<file path="src/sv/rss_pkg.sv">
package rss_pkg;

  // Sample counter width, 4 to 16
  localparam int COUNT_BITS = 16;

  localparam int SAMPLE_W = 24;
  localparam int TOTAL_W  = 40;
  localparam int SQ_W     = 64;
  localparam int ACC_W    = 80;
  localparam int DVS_W    = 32;
  localparam int REM_W    = 41;
  localparam int ROOT_W   = 40;
  localparam int SUB_W    = 43;
  localparam int CNT_W    = 7;

  localparam int MEAN_STEPS = 40;
  localparam int DEV_STEPS  = 80;
  localparam int ROOT_STEPS = 40;

  typedef enum logic [3:0] {
    ST_IDLE,
    ST_SQUARE,
    ST_AVG_DIV,
    ST_AVG_DONE,
    ST_MUL_NLO,
    ST_MUL_NHI,
    ST_MUL_AA,
    ST_MUL_AB,
    ST_MUL_BB,
    ST_MUL_D,
    ST_DEV_DIV,
    ST_SQRT,
    ST_DEV_DONE,
    ST_OUT
  } state_t;

  // Operands for the shared multiplier and subtractor
  typedef struct packed {
    logic [31:0]      mul_a;
    logic [31:0]      mul_b;
    logic [SUB_W-1:0] sub_a;
    logic [SUB_W-1:0] sub_b;
  } alu_req_t;

  typedef struct packed {
    logic [63:0]      prod;
    logic [SUB_W-1:0] diff;
    logic             ge;
  } alu_rsp_t;

endpackage

</file>
<file path="src/sv/rss_in_if.sv">
interface rss_in_if;
  logic        valid;
  logic        ready;
  logic [23:0] sample;

  modport source (output valid, output sample, input ready);
  modport sink (input valid, input sample, output ready);
endinterface

</file>
<file path="src/sv/rss_out_if.sv">
interface rss_out_if;
  logic        valid;
  logic        ready;
  logic [23:0] minimum;
  logic [23:0] maximum;
  logic [23:0] average;
  logic [23:0] deviation;
  logic        deviation_valid;
  logic [15:0] samples_seen;
  logic        saturated;

  modport source (output valid, output minimum, output maximum, output average,
                  output deviation, output deviation_valid, output samples_seen,
                  output saturated, input ready);
  modport sink (input valid, input minimum, input maximum, input average,
                input deviation, input deviation_valid, input samples_seen,
                input saturated, output ready);
endinterface

</file>
<file path="src/sv/rss_alu.sv">
// Shared arithmetic: one 32x32 multiplier and one compare-subtract
module rss_alu (
  input  rss_pkg::alu_req_t req,
  output rss_pkg::alu_rsp_t rsp
);

  logic [rss_pkg::SUB_W:0] diff_full;

  assign diff_full = {1'b0, req.sub_a} - {1'b0, req.sub_b};

  always_comb begin
    rsp.prod = 64'(req.mul_a) * 64'(req.mul_b);
    rsp.diff = diff_full[rss_pkg::SUB_W-1:0];
    rsp.ge   = ~diff_full[rss_pkg::SUB_W];
  end

endmodule

</file>
<file path="src/sv/running_sample_statistics_unit.sv">
// Running min / max / mean / sample standard deviation over signed Q12.12
// words. One word is taken at a time; the unit drops ready until the result
// word has been taken. Each word passes an accept state, the compute steps
// and a result state. The compute steps are one square step, 40 restoring
// divide steps for the mean, one step that signs the mean, six multiply
// steps on the one shared 32x32 multiplier, 80 divide steps for the
// variance, 40 square-root steps and one clamp step. The divide and root
// steps all run on the one shared compare-subtract unit. With fewer than
// two samples the variance path is skipped. Once the count reaches its
// limit further samples are ignored and saturated is set.
module running_sample_statistics_unit (
  input logic  clk,
  input logic  rst_n,
  rss_in_if.sink    in_word,
  rss_out_if.source out_word
);

  rss_pkg::state_t state_r, state_nxt;

  logic signed [rss_pkg::SAMPLE_W-1:0] low_r, low_nxt, high_r, high_nxt;
  logic [rss_pkg::COUNT_BITS-1:0]      tally_r, tally_nxt;
  logic signed [rss_pkg::TOTAL_W-1:0]  total_r, total_nxt;
  logic [rss_pkg::SQ_W-1:0]            sq_r, sq_nxt;
  logic                                ovf_r, ovf_nxt;

  logic [rss_pkg::SAMPLE_W-1:0] mag_r, mag_nxt;
  logic [rss_pkg::ACC_W-1:0]    acc_r, acc_nxt;
  logic [rss_pkg::DVS_W-1:0]    dvs_r, dvs_nxt;
  logic [rss_pkg::REM_W-1:0]    rem_r, rem_nxt;
  logic [rss_pkg::ROOT_W-1:0]   root_r, root_nxt;
  logic [rss_pkg::CNT_W-1:0]    cnt_r, cnt_nxt;
  logic [rss_pkg::SAMPLE_W-1:0] avg_r, avg_nxt, dev_r, dev_nxt;

  logic [rss_pkg::TOTAL_W-1:0] abs_total;
  logic signed [rss_pkg::SAMPLE_W-1:0] smp;
  logic [rss_pkg::SUB_W-1:0]   div_part, sqrt_part;
  logic [rss_pkg::ROOT_W:0]    root_inc;
  logic [rss_pkg::ROOT_W-1:0]  dev_round;
  logic [rss_pkg::SAMPLE_W-1:0] q_lo;

  rss_pkg::alu_req_t alu_req;
  rss_pkg::alu_rsp_t alu_rsp;

  rss_alu u_alu (.req(alu_req), .rsp(alu_rsp));

  assign smp       = in_word.sample;
  assign abs_total = total_r[rss_pkg::TOTAL_W-1] ? rss_pkg::TOTAL_W'(-total_r)
                                                  : rss_pkg::TOTAL_W'(total_r);
  assign div_part  = rss_pkg::SUB_W'({rem_r[rss_pkg::DVS_W-1:0],
                                      acc_r[rss_pkg::ACC_W-1]});
  assign sqrt_part = {rem_r, acc_r[rss_pkg::ACC_W-1 -: 2]};
  assign root_inc  = {1'b0, root_r} + (rss_pkg::ROOT_W+1)'(1);
  assign dev_round = root_inc[rss_pkg::ROOT_W:1];
  assign q_lo      = acc_r[rss_pkg::SAMPLE_W-1:0];

  // State and datapath registers
  always_ff @(posedge clk) begin
    if (!rst_n) begin
      state_r <= rss_pkg::ST_IDLE;
      low_r   <= '0;
      high_r  <= '0;
      tally_r <= '0;
      total_r <= '0;
      sq_r    <= '0;
      ovf_r   <= 1'b0;
      cnt_r   <= '0;
    end else begin
      state_r <= state_nxt;
      low_r   <= low_nxt;
      high_r  <= high_nxt;
      tally_r <= tally_nxt;
      total_r <= total_nxt;
      sq_r    <= sq_nxt;
      ovf_r   <= ovf_nxt;
      cnt_r   <= cnt_nxt;
    end
  end

  always_ff @(posedge clk) begin
    mag_r  <= mag_nxt;
    acc_r  <= acc_nxt;
    dvs_r  <= dvs_nxt;
    rem_r  <= rem_nxt;
    root_r <= root_nxt;
    avg_r  <= avg_nxt;
    dev_r  <= dev_nxt;
  end

  // Sequencer
  always_comb begin
    state_nxt = state_r;
    low_nxt   = low_r;
    high_nxt  = high_r;
    tally_nxt = tally_r;
    total_nxt = total_r;
    sq_nxt    = sq_r;
    ovf_nxt   = ovf_r;
    mag_nxt   = mag_r;
    acc_nxt   = acc_r;
    dvs_nxt   = dvs_r;
    rem_nxt   = rem_r;
    root_nxt  = root_r;
    cnt_nxt   = cnt_r;
    avg_nxt   = avg_r;
    dev_nxt   = dev_r;
    alu_req   = '0;
    in_word.ready  = 1'b0;
    out_word.valid = 1'b0;

    case (state_r)
      rss_pkg::ST_IDLE: begin
        in_word.ready = 1'b1;
        if (in_word.valid) begin
          state_nxt = rss_pkg::ST_SQUARE;
          if (tally_r == '1) begin
            ovf_nxt = 1'b1;
            mag_nxt = '0;
          end else begin
            if (tally_r == '0 || smp < low_r) low_nxt = smp;
            if (tally_r == '0 || smp > high_r) high_nxt = smp;
            tally_nxt = tally_r + 1'b1;
            total_nxt = total_r + rss_pkg::TOTAL_W'(smp);
            mag_nxt   = smp[rss_pkg::SAMPLE_W-1] ? rss_pkg::SAMPLE_W'(-smp)
                                                 : rss_pkg::SAMPLE_W'(smp);
          end
        end
      end

      // square into the sum, load the mean dividend
      rss_pkg::ST_SQUARE: begin
        alu_req.mul_a = 32'(mag_r);
        alu_req.mul_b = 32'(mag_r);
        sq_nxt  = sq_r + alu_rsp.prod;
        acc_nxt = {abs_total + rss_pkg::TOTAL_W'(tally_r >> 1),
                   rss_pkg::TOTAL_W'(0)};
        dvs_nxt = rss_pkg::DVS_W'(tally_r);
        rem_nxt = '0;
        cnt_nxt = rss_pkg::CNT_W'(rss_pkg::MEAN_STEPS);
        state_nxt = rss_pkg::ST_AVG_DIV;
      end

      // restoring divide, one quotient bit per cycle
      rss_pkg::ST_AVG_DIV, rss_pkg::ST_DEV_DIV: begin
        alu_req.sub_a = div_part;
        alu_req.sub_b = rss_pkg::SUB_W'(dvs_r);
        rem_nxt = alu_rsp.ge ? rss_pkg::REM_W'(alu_rsp.diff[rss_pkg::DVS_W-1:0])
                             : rss_pkg::REM_W'(div_part[rss_pkg::DVS_W-1:0]);
        acc_nxt = {acc_r[rss_pkg::ACC_W-2:0], alu_rsp.ge};
        cnt_nxt = cnt_r - 1'b1;
        if (cnt_r == rss_pkg::CNT_W'(1)) begin
          if (state_r == rss_pkg::ST_AVG_DIV) begin
            state_nxt = rss_pkg::ST_AVG_DONE;
          end else begin
            rem_nxt   = '0;
            root_nxt  = '0;
            cnt_nxt   = rss_pkg::CNT_W'(rss_pkg::ROOT_STEPS);
            state_nxt = rss_pkg::ST_SQRT;
          end
        end
      end

      rss_pkg::ST_AVG_DONE: begin
        avg_nxt = total_r[rss_pkg::TOTAL_W-1] ? -q_lo : q_lo;
        if (tally_r < rss_pkg::COUNT_BITS'(2)) begin
          dev_nxt   = '0;
          state_nxt = rss_pkg::ST_OUT;
        end else begin
          state_nxt = rss_pkg::ST_MUL_NLO;
        end
      end

      // m = n*S2 - S1^2, then times four
      rss_pkg::ST_MUL_NLO: begin
        alu_req.mul_a = 32'(tally_r);
        alu_req.mul_b = sq_r[31:0];
        acc_nxt   = rss_pkg::ACC_W'(alu_rsp.prod);
        state_nxt = rss_pkg::ST_MUL_NHI;
      end

      rss_pkg::ST_MUL_NHI: begin
        alu_req.mul_a = 32'(tally_r);
        alu_req.mul_b = sq_r[63:32];
        acc_nxt   = acc_r + (rss_pkg::ACC_W'(alu_rsp.prod) << 32);
        state_nxt = rss_pkg::ST_MUL_AA;
      end

      rss_pkg::ST_MUL_AA: begin
        alu_req.mul_a = 32'(abs_total[39:20]);
        alu_req.mul_b = 32'(abs_total[39:20]);
        acc_nxt   = acc_r - (rss_pkg::ACC_W'(alu_rsp.prod) << 40);
        state_nxt = rss_pkg::ST_MUL_AB;
      end

      rss_pkg::ST_MUL_AB: begin
        alu_req.mul_a = 32'(abs_total[39:20]);
        alu_req.mul_b = 32'(abs_total[19:0]);
        acc_nxt   = acc_r - (rss_pkg::ACC_W'(alu_rsp.prod) << 21);
        state_nxt = rss_pkg::ST_MUL_BB;
      end

      rss_pkg::ST_MUL_BB: begin
        alu_req.mul_a = 32'(abs_total[19:0]);
        alu_req.mul_b = 32'(abs_total[19:0]);
        acc_nxt   = (acc_r - rss_pkg::ACC_W'(alu_rsp.prod)) << 2;
        state_nxt = rss_pkg::ST_MUL_D;
      end

      // divisor n*(n-1)
      rss_pkg::ST_MUL_D: begin
        alu_req.mul_a = 32'(tally_r);
        alu_req.mul_b = 32'(tally_r - 1'b1);
        dvs_nxt   = alu_rsp.prod[rss_pkg::DVS_W-1:0];
        rem_nxt   = '0;
        cnt_nxt   = rss_pkg::CNT_W'(rss_pkg::DEV_STEPS);
        state_nxt = rss_pkg::ST_DEV_DIV;
      end

      // integer square root, one root bit per cycle
      rss_pkg::ST_SQRT: begin
        alu_req.sub_a = sqrt_part;
        alu_req.sub_b = rss_pkg::SUB_W'({root_r, 2'b01});
        if (alu_rsp.ge) begin
          rem_nxt  = alu_rsp.diff[rss_pkg::REM_W-1:0];
          root_nxt = {root_r[rss_pkg::ROOT_W-2:0], 1'b1};
        end else begin
          rem_nxt  = sqrt_part[rss_pkg::REM_W-1:0];
          root_nxt = {root_r[rss_pkg::ROOT_W-2:0], 1'b0};
        end
        acc_nxt = acc_r << 2;
        cnt_nxt = cnt_r - 1'b1;
        if (cnt_r == rss_pkg::CNT_W'(1)) state_nxt = rss_pkg::ST_DEV_DONE;
      end

      // deviation = (isqrt(4m/d) + 1) / 2, clamped
      rss_pkg::ST_DEV_DONE: begin
        dev_nxt = (|dev_round[rss_pkg::ROOT_W-1:rss_pkg::SAMPLE_W]) ? '1
                  : dev_round[rss_pkg::SAMPLE_W-1:0];
        state_nxt = rss_pkg::ST_OUT;
      end

      rss_pkg::ST_OUT: begin
        out_word.valid = 1'b1;
        if (out_word.ready) state_nxt = rss_pkg::ST_IDLE;
      end

      default: begin
        state_nxt = rss_pkg::ST_IDLE;
      end
    endcase
  end

  // Result word
  assign out_word.minimum         = low_r;
  assign out_word.maximum         = high_r;
  assign out_word.average         = avg_r;
  assign out_word.deviation       = dev_r;
  assign out_word.deviation_valid = (tally_r >= rss_pkg::COUNT_BITS'(2));
  assign out_word.samples_seen    = 16'(tally_r);
  assign out_word.saturated       = ovf_r;

  // Checks
  a_busy_after_accept: assert property (@(posedge clk) disable iff (!rst_n)
    in_word.valid && in_word.ready |=> !in_word.ready)
    else $error("input taken while busy");

  a_tally_step: assert property (@(posedge clk) disable iff (!rst_n)
    in_word.valid && in_word.ready && tally_r != '1 |=> tally_r == $past(tally_r) + 1'b1)
    else $error("tally did not advance");

  a_dev_zero: assert property (@(posedge clk) disable iff (!rst_n)
    out_word.valid && !out_word.deviation_valid |-> out_word.deviation == '0)
    else $error("deviation nonzero with fewer than two samples");

  a_no_both: assert property (@(posedge clk) disable iff (!rst_n)
    !(in_word.ready && out_word.valid))
    else $error("ready and result valid together");

  a_order: assert property (@(posedge clk) disable iff (!rst_n)
    out_word.valid && out_word.samples_seen != 16'd0 |-> low_r <= high_r)
    else $error("minimum above maximum");

endmodule
</file>
<file path="src/flat_wrapper.sv">
// flat-port wrapper written by rule: the top's interface ports become plain ports
module running_sample_statistics_unit_flat 
  (clk, rst_n, in_word_valid, in_word_sample, in_word_ready, out_word_valid, out_word_minimum, out_word_maximum, out_word_average, out_word_deviation, out_word_deviation_valid, out_word_samples_seen, out_word_saturated, out_word_ready);
  rss_in_if in_word_i ();
  rss_out_if out_word_i ();
  input logic clk;
  input logic rst_n;
  input wire logic [$bits(in_word_i.valid)-1:0] in_word_valid;
  input wire logic [$bits(in_word_i.sample)-1:0] in_word_sample;
  output wire logic [$bits(in_word_i.ready)-1:0] in_word_ready;
  output wire logic [$bits(out_word_i.valid)-1:0] out_word_valid;
  output wire logic [$bits(out_word_i.minimum)-1:0] out_word_minimum;
  output wire logic [$bits(out_word_i.maximum)-1:0] out_word_maximum;
  output wire logic [$bits(out_word_i.average)-1:0] out_word_average;
  output wire logic [$bits(out_word_i.deviation)-1:0] out_word_deviation;
  output wire logic [$bits(out_word_i.deviation_valid)-1:0] out_word_deviation_valid;
  output wire logic [$bits(out_word_i.samples_seen)-1:0] out_word_samples_seen;
  output wire logic [$bits(out_word_i.saturated)-1:0] out_word_saturated;
  input wire logic [$bits(out_word_i.ready)-1:0] out_word_ready;
  assign in_word_i.valid = in_word_valid;
  assign in_word_i.sample = in_word_sample;
  assign in_word_ready = in_word_i.ready;
  assign out_word_valid = out_word_i.valid;
  assign out_word_minimum = out_word_i.minimum;
  assign out_word_maximum = out_word_i.maximum;
  assign out_word_average = out_word_i.average;
  assign out_word_deviation = out_word_i.deviation;
  assign out_word_deviation_valid = out_word_i.deviation_valid;
  assign out_word_samples_seen = out_word_i.samples_seen;
  assign out_word_saturated = out_word_i.saturated;
  assign out_word_i.ready = out_word_ready;
  running_sample_statistics_unit u_core (.clk(clk), .rst_n(rst_n), .in_word(in_word_i), .out_word(out_word_i));
endmodule
</file>
<file path="config.mk">
export PLATFORM = sky130hd
export DESIGN_NAME = running_sample_statistics_unit_flat
export DESIGN_NICKNAME = d
export VERILOG_FILES = /design/src/sv/rss_pkg.sv /design/src/sv/rss_in_if.sv /design/src/sv/rss_out_if.sv /design/src/sv/rss_alu.sv /design/src/sv/running_sample_statistics_unit.sv /design/src/flat_wrapper.sv
export SDC_FILE = /design/constraint.sdc
export NUM_CORES = 2
export LEC_CHECK = 0
export BUFFER_PORTS_ARGS = -buffer_cell sky130_fd_sc_hd__buf_2
export CAP_MARGIN = 10
export CELL_PAD_IN_SITES_DETAIL_PLACEMENT = 0
export CELL_PAD_IN_SITES_GLOBAL_PLACEMENT = 2
export CORE_ASPECT_RATIO = 1.4
export CORE_MARGIN = 2
export CORE_UTILIZATION = 41
export CTS_CLUSTER_DIAMETER = 80
export DETAILED_ROUTE_END_ITERATION = 7
export PLACE_DENSITY = 0.95
export REMOVE_ABC_BUFFERS = 1
export SYNTH_ARGS = -nofsm -noshare
export SYNTH_HDL_FRONTEND = slang
export SYNTH_SLANG_ARGS = --single-unit
</file>
<file path="constraint.sdc">
create_clock -name clk -period 14.7 [get_ports clk]
set_clock_uncertainty 0.15 [all_clocks]
set_input_delay 2.94 -clock clk [delete_from_list [all_inputs] [get_ports clk]]
set_output_delay 2.94 -clock clk [all_outputs]
set_load 0.05 [all_outputs]
</file>
---- Yosys cells after proc, flatten, opt, wreduce, memory -nomap -nowiden ----
Cells that the tools add are included.
storage, ports and cells
  RAM bits ................................ 0
  logic and storage cells ................. 113
  ROM bits ................................ 0
  register bits after elaboration ......... 445
  memories ................................ 0
  bits in latches ......................... 0
  input port bits ......................... 28
  output and inout bits ................... 116
operators by class
  $mul .................................... 1
  multiplexer cells ....................... 31
  equality and inequality tests ........... 21
  bitwise logic cells ..................... 3
  reduce and logical (&&, ||, !) cells .... 22
  div/mod/pow operators ................... 0
  $add $sub $neg .......................... 15
  shift operators ......................... 0
  order comparisons ....................... 4
operator list
  kind                                           number
  case mux 80 bit (8 select lines)               1
  case mux 56 bit (7 select lines)               1
  case mux 86 bit (2 select lines)               1
  subtractor 80 bit                              2
  2-to-1 mux 41 bit                              3
  case mux 41 bit (3 select lines)               1
  2-to-1 mux 40 bit                              3
  adder 80 bit                                   1
  case mux 40 bit (2 select lines)               1
  subtractor 78 x 64 -> 78 bit                   1
  2-to-1 mux 24 bit                              3
  adder 64 bit                                   1
  multiplier 32 x 32 -> 64 bit                   1
  case mux 32 bit (2 select lines)               1
  case mux 4 bit (13 select lines)               1
  negation 24 bit                                2
  case mux 24 bit (2 select lines)               1
  subtractor 43 x 43 -> 44 bit                   1
  adder 40 x 1 -> 41 bit, second input constant  1
  adder 40 x 15 -> 40 bit                        1
  adder 40 x 24 -> 40 bit                        1
  negation 40 bit                                1
  2-to-1 mux 32 bit                              1
  case mux 7 bit (4 select lines)                1
  32 further kinds                               65

---- Longest topological paths before layout ----
  depth in word-level cells ............... 8
  mapped depth ............................ 54
  gate-level depth less buffers ........... 50

---- Cells and area by module ----
Synthesis repeated with hierarchy kept, for this count alone.
second synthesis, totals
  cells, all modules ...................... 9636
  area total of the unflattened synthesis .. 80143.1 um^2
modules (own cells, without submodules)
  module                          sequential area each (um^2)  area each (um^2)  cells an instance  times used
  running_sample_statistics_unit  11561.1                      43937.1           5479               1
  rss_alu                         0.0                          36206.0           4157               1

---- Least setup slack after synthesis ----
No wires, ideal clock.
  path kind ............................... reg2reg
  start point ............................. reg u_core.tally_r (netlist bit u_core.out_word.samples_seen[2])
  end point ............................... reg u_core.acc_r[75] in the netlist's numbering, data pin
  clock period less this slack ............ 13192 ps
  arrival ................................. 12783 ps
  required time ........................... 14291 ps
  buffers on the path ..................... 5
  stages on the path, launching flop included .. 50
  setup slack ............................. 1508 ps
  cells stage by stage .................... dfxtp_1 > clkbuf_1 > or4_1 > or4_1 > nor2_1 > nand2_1 > or4_1 > or2_2 > clkbuf_1 > o2111ai_1 > clkbuf_1 > nand2_1 > fa_1 > inv_1 > fa_1 > inv_1 > fa_1 > fa_1 > [... 14 more ...] > ha_1 > clkbuf_1 > a21o_1 > a21oi_1 > o21ai_0 > a21o_1 > a21o_1 > a21oi_1 > a2111oi_0 > o41ai_1 > a21oi_1 > o21ai_0 > a211oi_1 > or2_4 > a2111oi_4 > xnor2_1 > o221ai_1 > a211o_1
on the way
  word-level cells in the longest chain between the ends .. 5
  elaborated cells between the ends (all ways) .. 9
  classes of those cells .................. add/sub: 6; mul: 1; mux: 2
ends and longest elaborated chain
  what                                             line                                   text
  start: declaration                               running_sample_statistics_unit.sv:21   logic [rss_pkg::COUNT_BITS-1:0] tally_r, tally_nxt;
  start signal: assignment                         running_sample_statistics_unit.sv:71   tally_r <= tally_nxt;
  subtractor 16 x 1 -> 17 bit                      running_sample_statistics_unit.sv:211  alu_req.mul_b = 32'(tally_r - 1'b1);
  case mux 56 bit (7 select lines)                 running_sample_statistics_unit.sv:110  case (state_r)
  multiplier 32 x 32 -> 64 bit                     rss_alu.sv:12                          rsp.prod = 64'(req.mul_a) * 64'(req.mul_b);
  subtractor 80 bit, or another cell as far along  running_sample_statistics_unit.sv:197  acc_nxt = acc_r - (rss_pkg::ACC_W'(alu_rsp.prod) << 21);
  case mux 80 bit (8 select lines) *               running_sample_statistics_unit.sv:110
  net u_core.acc_nxt, one bit                      running_sample_statistics_unit.sv:27   logic [rss_pkg::ACC_W-1:0] acc_r, acc_nxt;
  end signal: assignment                           running_sample_statistics_unit.sv:81   acc_r <= acc_nxt;
  end: declaration                                 running_sample_statistics_unit.sv:27
The timed path passes the listed nets; every way through them passes the cells marked *.
A chain may end at the register's enable or synchronous reset.

---- Worst setup path after layout ----
  start point ............................. reg u_core.total_r[27] in the netlist's numbering
  end point ............................... reg u_core.acc_r[75] in the netlist's numbering, data pin
on the way
  word-level cells in the longest chain between the ends .. 6
  elaborated cells between the ends (all ways) .. 10
  classes of those cells .................. add/sub: 6; mul: 1; mux: 3
ends and longest elaborated chain
  what                                             line                                   text
  start: declaration                               running_sample_statistics_unit.sv:22   logic signed [rss_pkg::TOTAL_W-1:0] total_r, total_nxt;
  start signal: assignment                         running_sample_statistics_unit.sv:72   total_r <= total_nxt;
  negation 40 bit                                  running_sample_statistics_unit.sv:47   assign abs_total = total_r[rss_pkg::TOTAL_W-1] ? rss_pkg::TOTAL_W'(-total_r)
  2-to-1 mux 40 bit *                              running_sample_statistics_unit.sv:47
  case mux 56 bit (7 select lines)                 running_sample_statistics_unit.sv:110
  multiplier 32 x 32 -> 64 bit                     rss_alu.sv:12
  subtractor 80 bit, or another cell as far along  running_sample_statistics_unit.sv:197
  case mux 80 bit (8 select lines) *               running_sample_statistics_unit.sv:110
  net u_core.acc_nxt, one bit                      running_sample_statistics_unit.sv:27
Marks and branches as above.

==> qor.yml <==
num_rows: 177
grt_max_degree: 78
die_area_mm2: 0.170
hold_depth: 2
antenna_found_initial: 18
hold_end: "u_core.out_word.minimum[1]"
layout_min_cycle_time_ns: 14.29
ant_nets: 0
fmax_mhz: 70.0
cp-end-kind: "flop"
r2r_setup_slack_ns: 0.41
regToRegStartpoint: "u_core.total_r[27]"
max_cap_viol_count: 0
grt_setup_unrepaired: "no"
cp.required_ns: 15.00
critPathKind: "reg -> reg"
path_max_fanout: 11
wl_mm: 299
critical_path_arrival_ns: 14.59
root_buffer: "clkbuf_16"
worstSkewPairLatency_ns: 0.70
ys_types: 102
hold_start: "u_core.out_word.minimum[1]"
dp_hpwl_mm: 241
clkTransAtPathRegs_ns: 0.06
whs_ns: 0.329
synthAdderAreaFrac_pct: 30.6
wire_per_inst_um: 27.7
ios: 144
gp_congestion: 1.08
synth_cells: 8375
coreArea_mm2: 0.166
clockBufferDepth: 3
setup_viol: 0
fin_util_pct: 45.6
grt_overflow_total: 0
drive_above_1_share_pct: 8.62
synthXorXnorAreaFrac_pct: 7.24
mostFrequentLayoutCell: "nand2_1"
ctsHoldBuffers: 0
numCtsBuffers: 57
cts_tree: "done"
r2r-end: "u_core.acc_r[75]"
violations: "DRC"
synth-main-ff-cell: "edfxtp_1"
fp.dieW_um: 349
ys_ff_latch: 445
worst_pin_slew_ns: 1.22
hold_viol: 0
via_count: 64978
drc: 2
synthSimpleGateAreaFrac_pct: 16.9
fin_nets: 9857
reg2regPathDepth: 50
yosysWarnings: 0
async_reset_ff_share_pct: 0
hp-class: "reg -> reg"
ys_seq_area_share_pct: 16.9
timing.final.crit_share_pct: 97.2
mostFrequentLayoutCells: "nand2_1, inv_1, a21oi_1, fa_1, nor2_1"
synth_top_family_by_area: "adder cells"
grt_usage_pct: 34.8
cts_max_level: 2
syn_avg_cell_area_um2: 8.16
critical-path-max-stage-delay_ns: 0.58
dr.pass1.iters: 8
syn_to_final_growth_pct: 10.7
cts_sinks: 445
synth-compound-area-share_pct: 19.5
synth.area.mux_share_pct: 0.857
startpoint_type: "flop"
slew_viol_final: 0
synth_edf_count: 265
grt_pass1_vias: 65836
crit_slowest_cell: "fa_1"
status: "finished with violations"
routed_via_density: 6.02
cpMostUsedCell: "fa_1"
portBuffers: 143
die_y_um: 487
syn_area_mm2: 0.0684
initial_utilization_pct: 41.2
grt_pass1_wl_mm: 435
drt_iter0_drc: 5760
relSlewSlack_pct: 18.1
-- worst max-delay path, delay by kind of cell (launching register included) --
kind                     cells  cell delay, ns
AO/OA/AOI/OAI               18            4.32
XOR/XNOR                     3            0.72
adder cells (fa/ha/maj)      9            4.05
AND/OR/NAND/NOR             13            3.39
flip-flops                   1            0.31
buffers and inverters        7            1.07
-- flip-flops by register name (all words and copies together) (netlist names), 32 cells and up --
signal and cells:
u_core.root_r 40, u_core.acc_r 80, u_core.total_r 40, u_core.sq_r 64, u_core.rem_r 41, u_core.dvs_r 32
-- layer usage --
layer	vias to the layer above	GRT usage [%]	wire length, um
li1	29016	-	-
met1	31974	39.1	108000
met2	2948	57.1	137000
met3	1030	6.64	22500
met4	10	29.0	30800
met5	-	0	77
-- stage by stage --
| step | std cells | instance area, um^2 | worst slack (ns) | TNS [ns] |
|---|---|---|---|---|
| detailed placement | 10675 | 73600 | -0.851 | -3.80 |
| floorplan | 8039 | 67100 | -1.98 | -81.26 |
| CTS | 10782 | 75500 | 0.0580 | 0 |
| global route | 10787 | 75600 | 0.0147 | 0 |
| finish | 10795 | 75700 | 0.406 | 0 |
| global placement | 10675 | 73600 | -0.759 | -2.46 |
-- worst max path at each step --
stage	from	end	slack, ns	cells after the start
6_report	u_core.total_r[27]	u_core.acc_r[75]	0.41	50
2_1_floorplan	u_core.state_r[0]	u_core.acc_r[75]	-1.98	41
3_5_place_dp	u_core.total_r[27]	u_core.acc_r[75]	-0.85	50
4_1_cts	u_core.total_r[11]	u_core.acc_r[75]	0.06	48
3_3_place_gp	u_core.total_r[27]	u_core.acc_r[75]	-0.76	50
5_1_grt	u_core.out_word.samples_seen[2]	u_core.acc_r[75]	0.01	49
-- Yosys cell counts, types with 14 or more instances --
cell	instances	area, um^2
o41ai_1	17	149
clkbuf_1	363	1360
a22o_1	37	324
nor2b_1	63	394
dfxtp_1	180	3600
fa_1	668	13400
or2_2	47	294
nand2b_1	79	494
a31oi_1	50	313
a221o_1	36	360
nand2_1	1076	4040
o21ai_0	374	1870
a221oi_1	38	333
nor4_1	30	188
or3_1	55	344
and2_1	144	901
or4_1	19	143
o21bai_1	61	458
xor2_1	229	2010
inv_1	1059	3980
and3_1	59	369
a2111oi_0	16	140
a222oi_1	62	621
a21oi_1	682	3410
a21o_1	202	1520
o221ai_1	49	429
mux2i_1	54	541
o22ai_1	24	150
xnor2_1	305	2670
a21boi_0	14	105
o21a_1	60	450
o31ai_1	45	338
a211o_1	19	166
a211oi_1	52	390
maj3_1	34	340
nor2_1	595	2230
nand3_1	124	621
o2111ai_1	16	140
ha_1	570	7130
nor3_1	119	596
o211ai_1	48	360
edfxtp_1	265	7960
nand4_1	80	500
buf_1	35	131
a22oi_1	30	225
-- cells by family (layout without fill, tap and decap cells) --
kind of cell,Yosys count,after routing
flops,445,445
simple gates,2541,2541
buf+inv,1461,1662
compound gates,2046,2046
xor+xnor,546,546
other cells,2,73
mux,58,58
fa+ha+maj,1276,1276
-- repair_timing --
action,in CTS,in global routing
setup buffers,0,4
pin swaps,0,2
gates cloned,0,0
setup endpoints to repair,13,24
gates resized for setup,5,22
-- area by class of cell --
type                    count  area (um^2)
clock buffers              79         1640
inverters                1062         3990
flip-flops and latches    445        11600
multi-input cells        6532        52000
diodes                      8         20.0
clock inverters            28          265
repair buffers            493         3520
well taps                2148         2690
fillers                 16421        90200
Power is not shown: default switching activity piles up to over one toggle a cycle in this logic, so the estimate is an artifact.
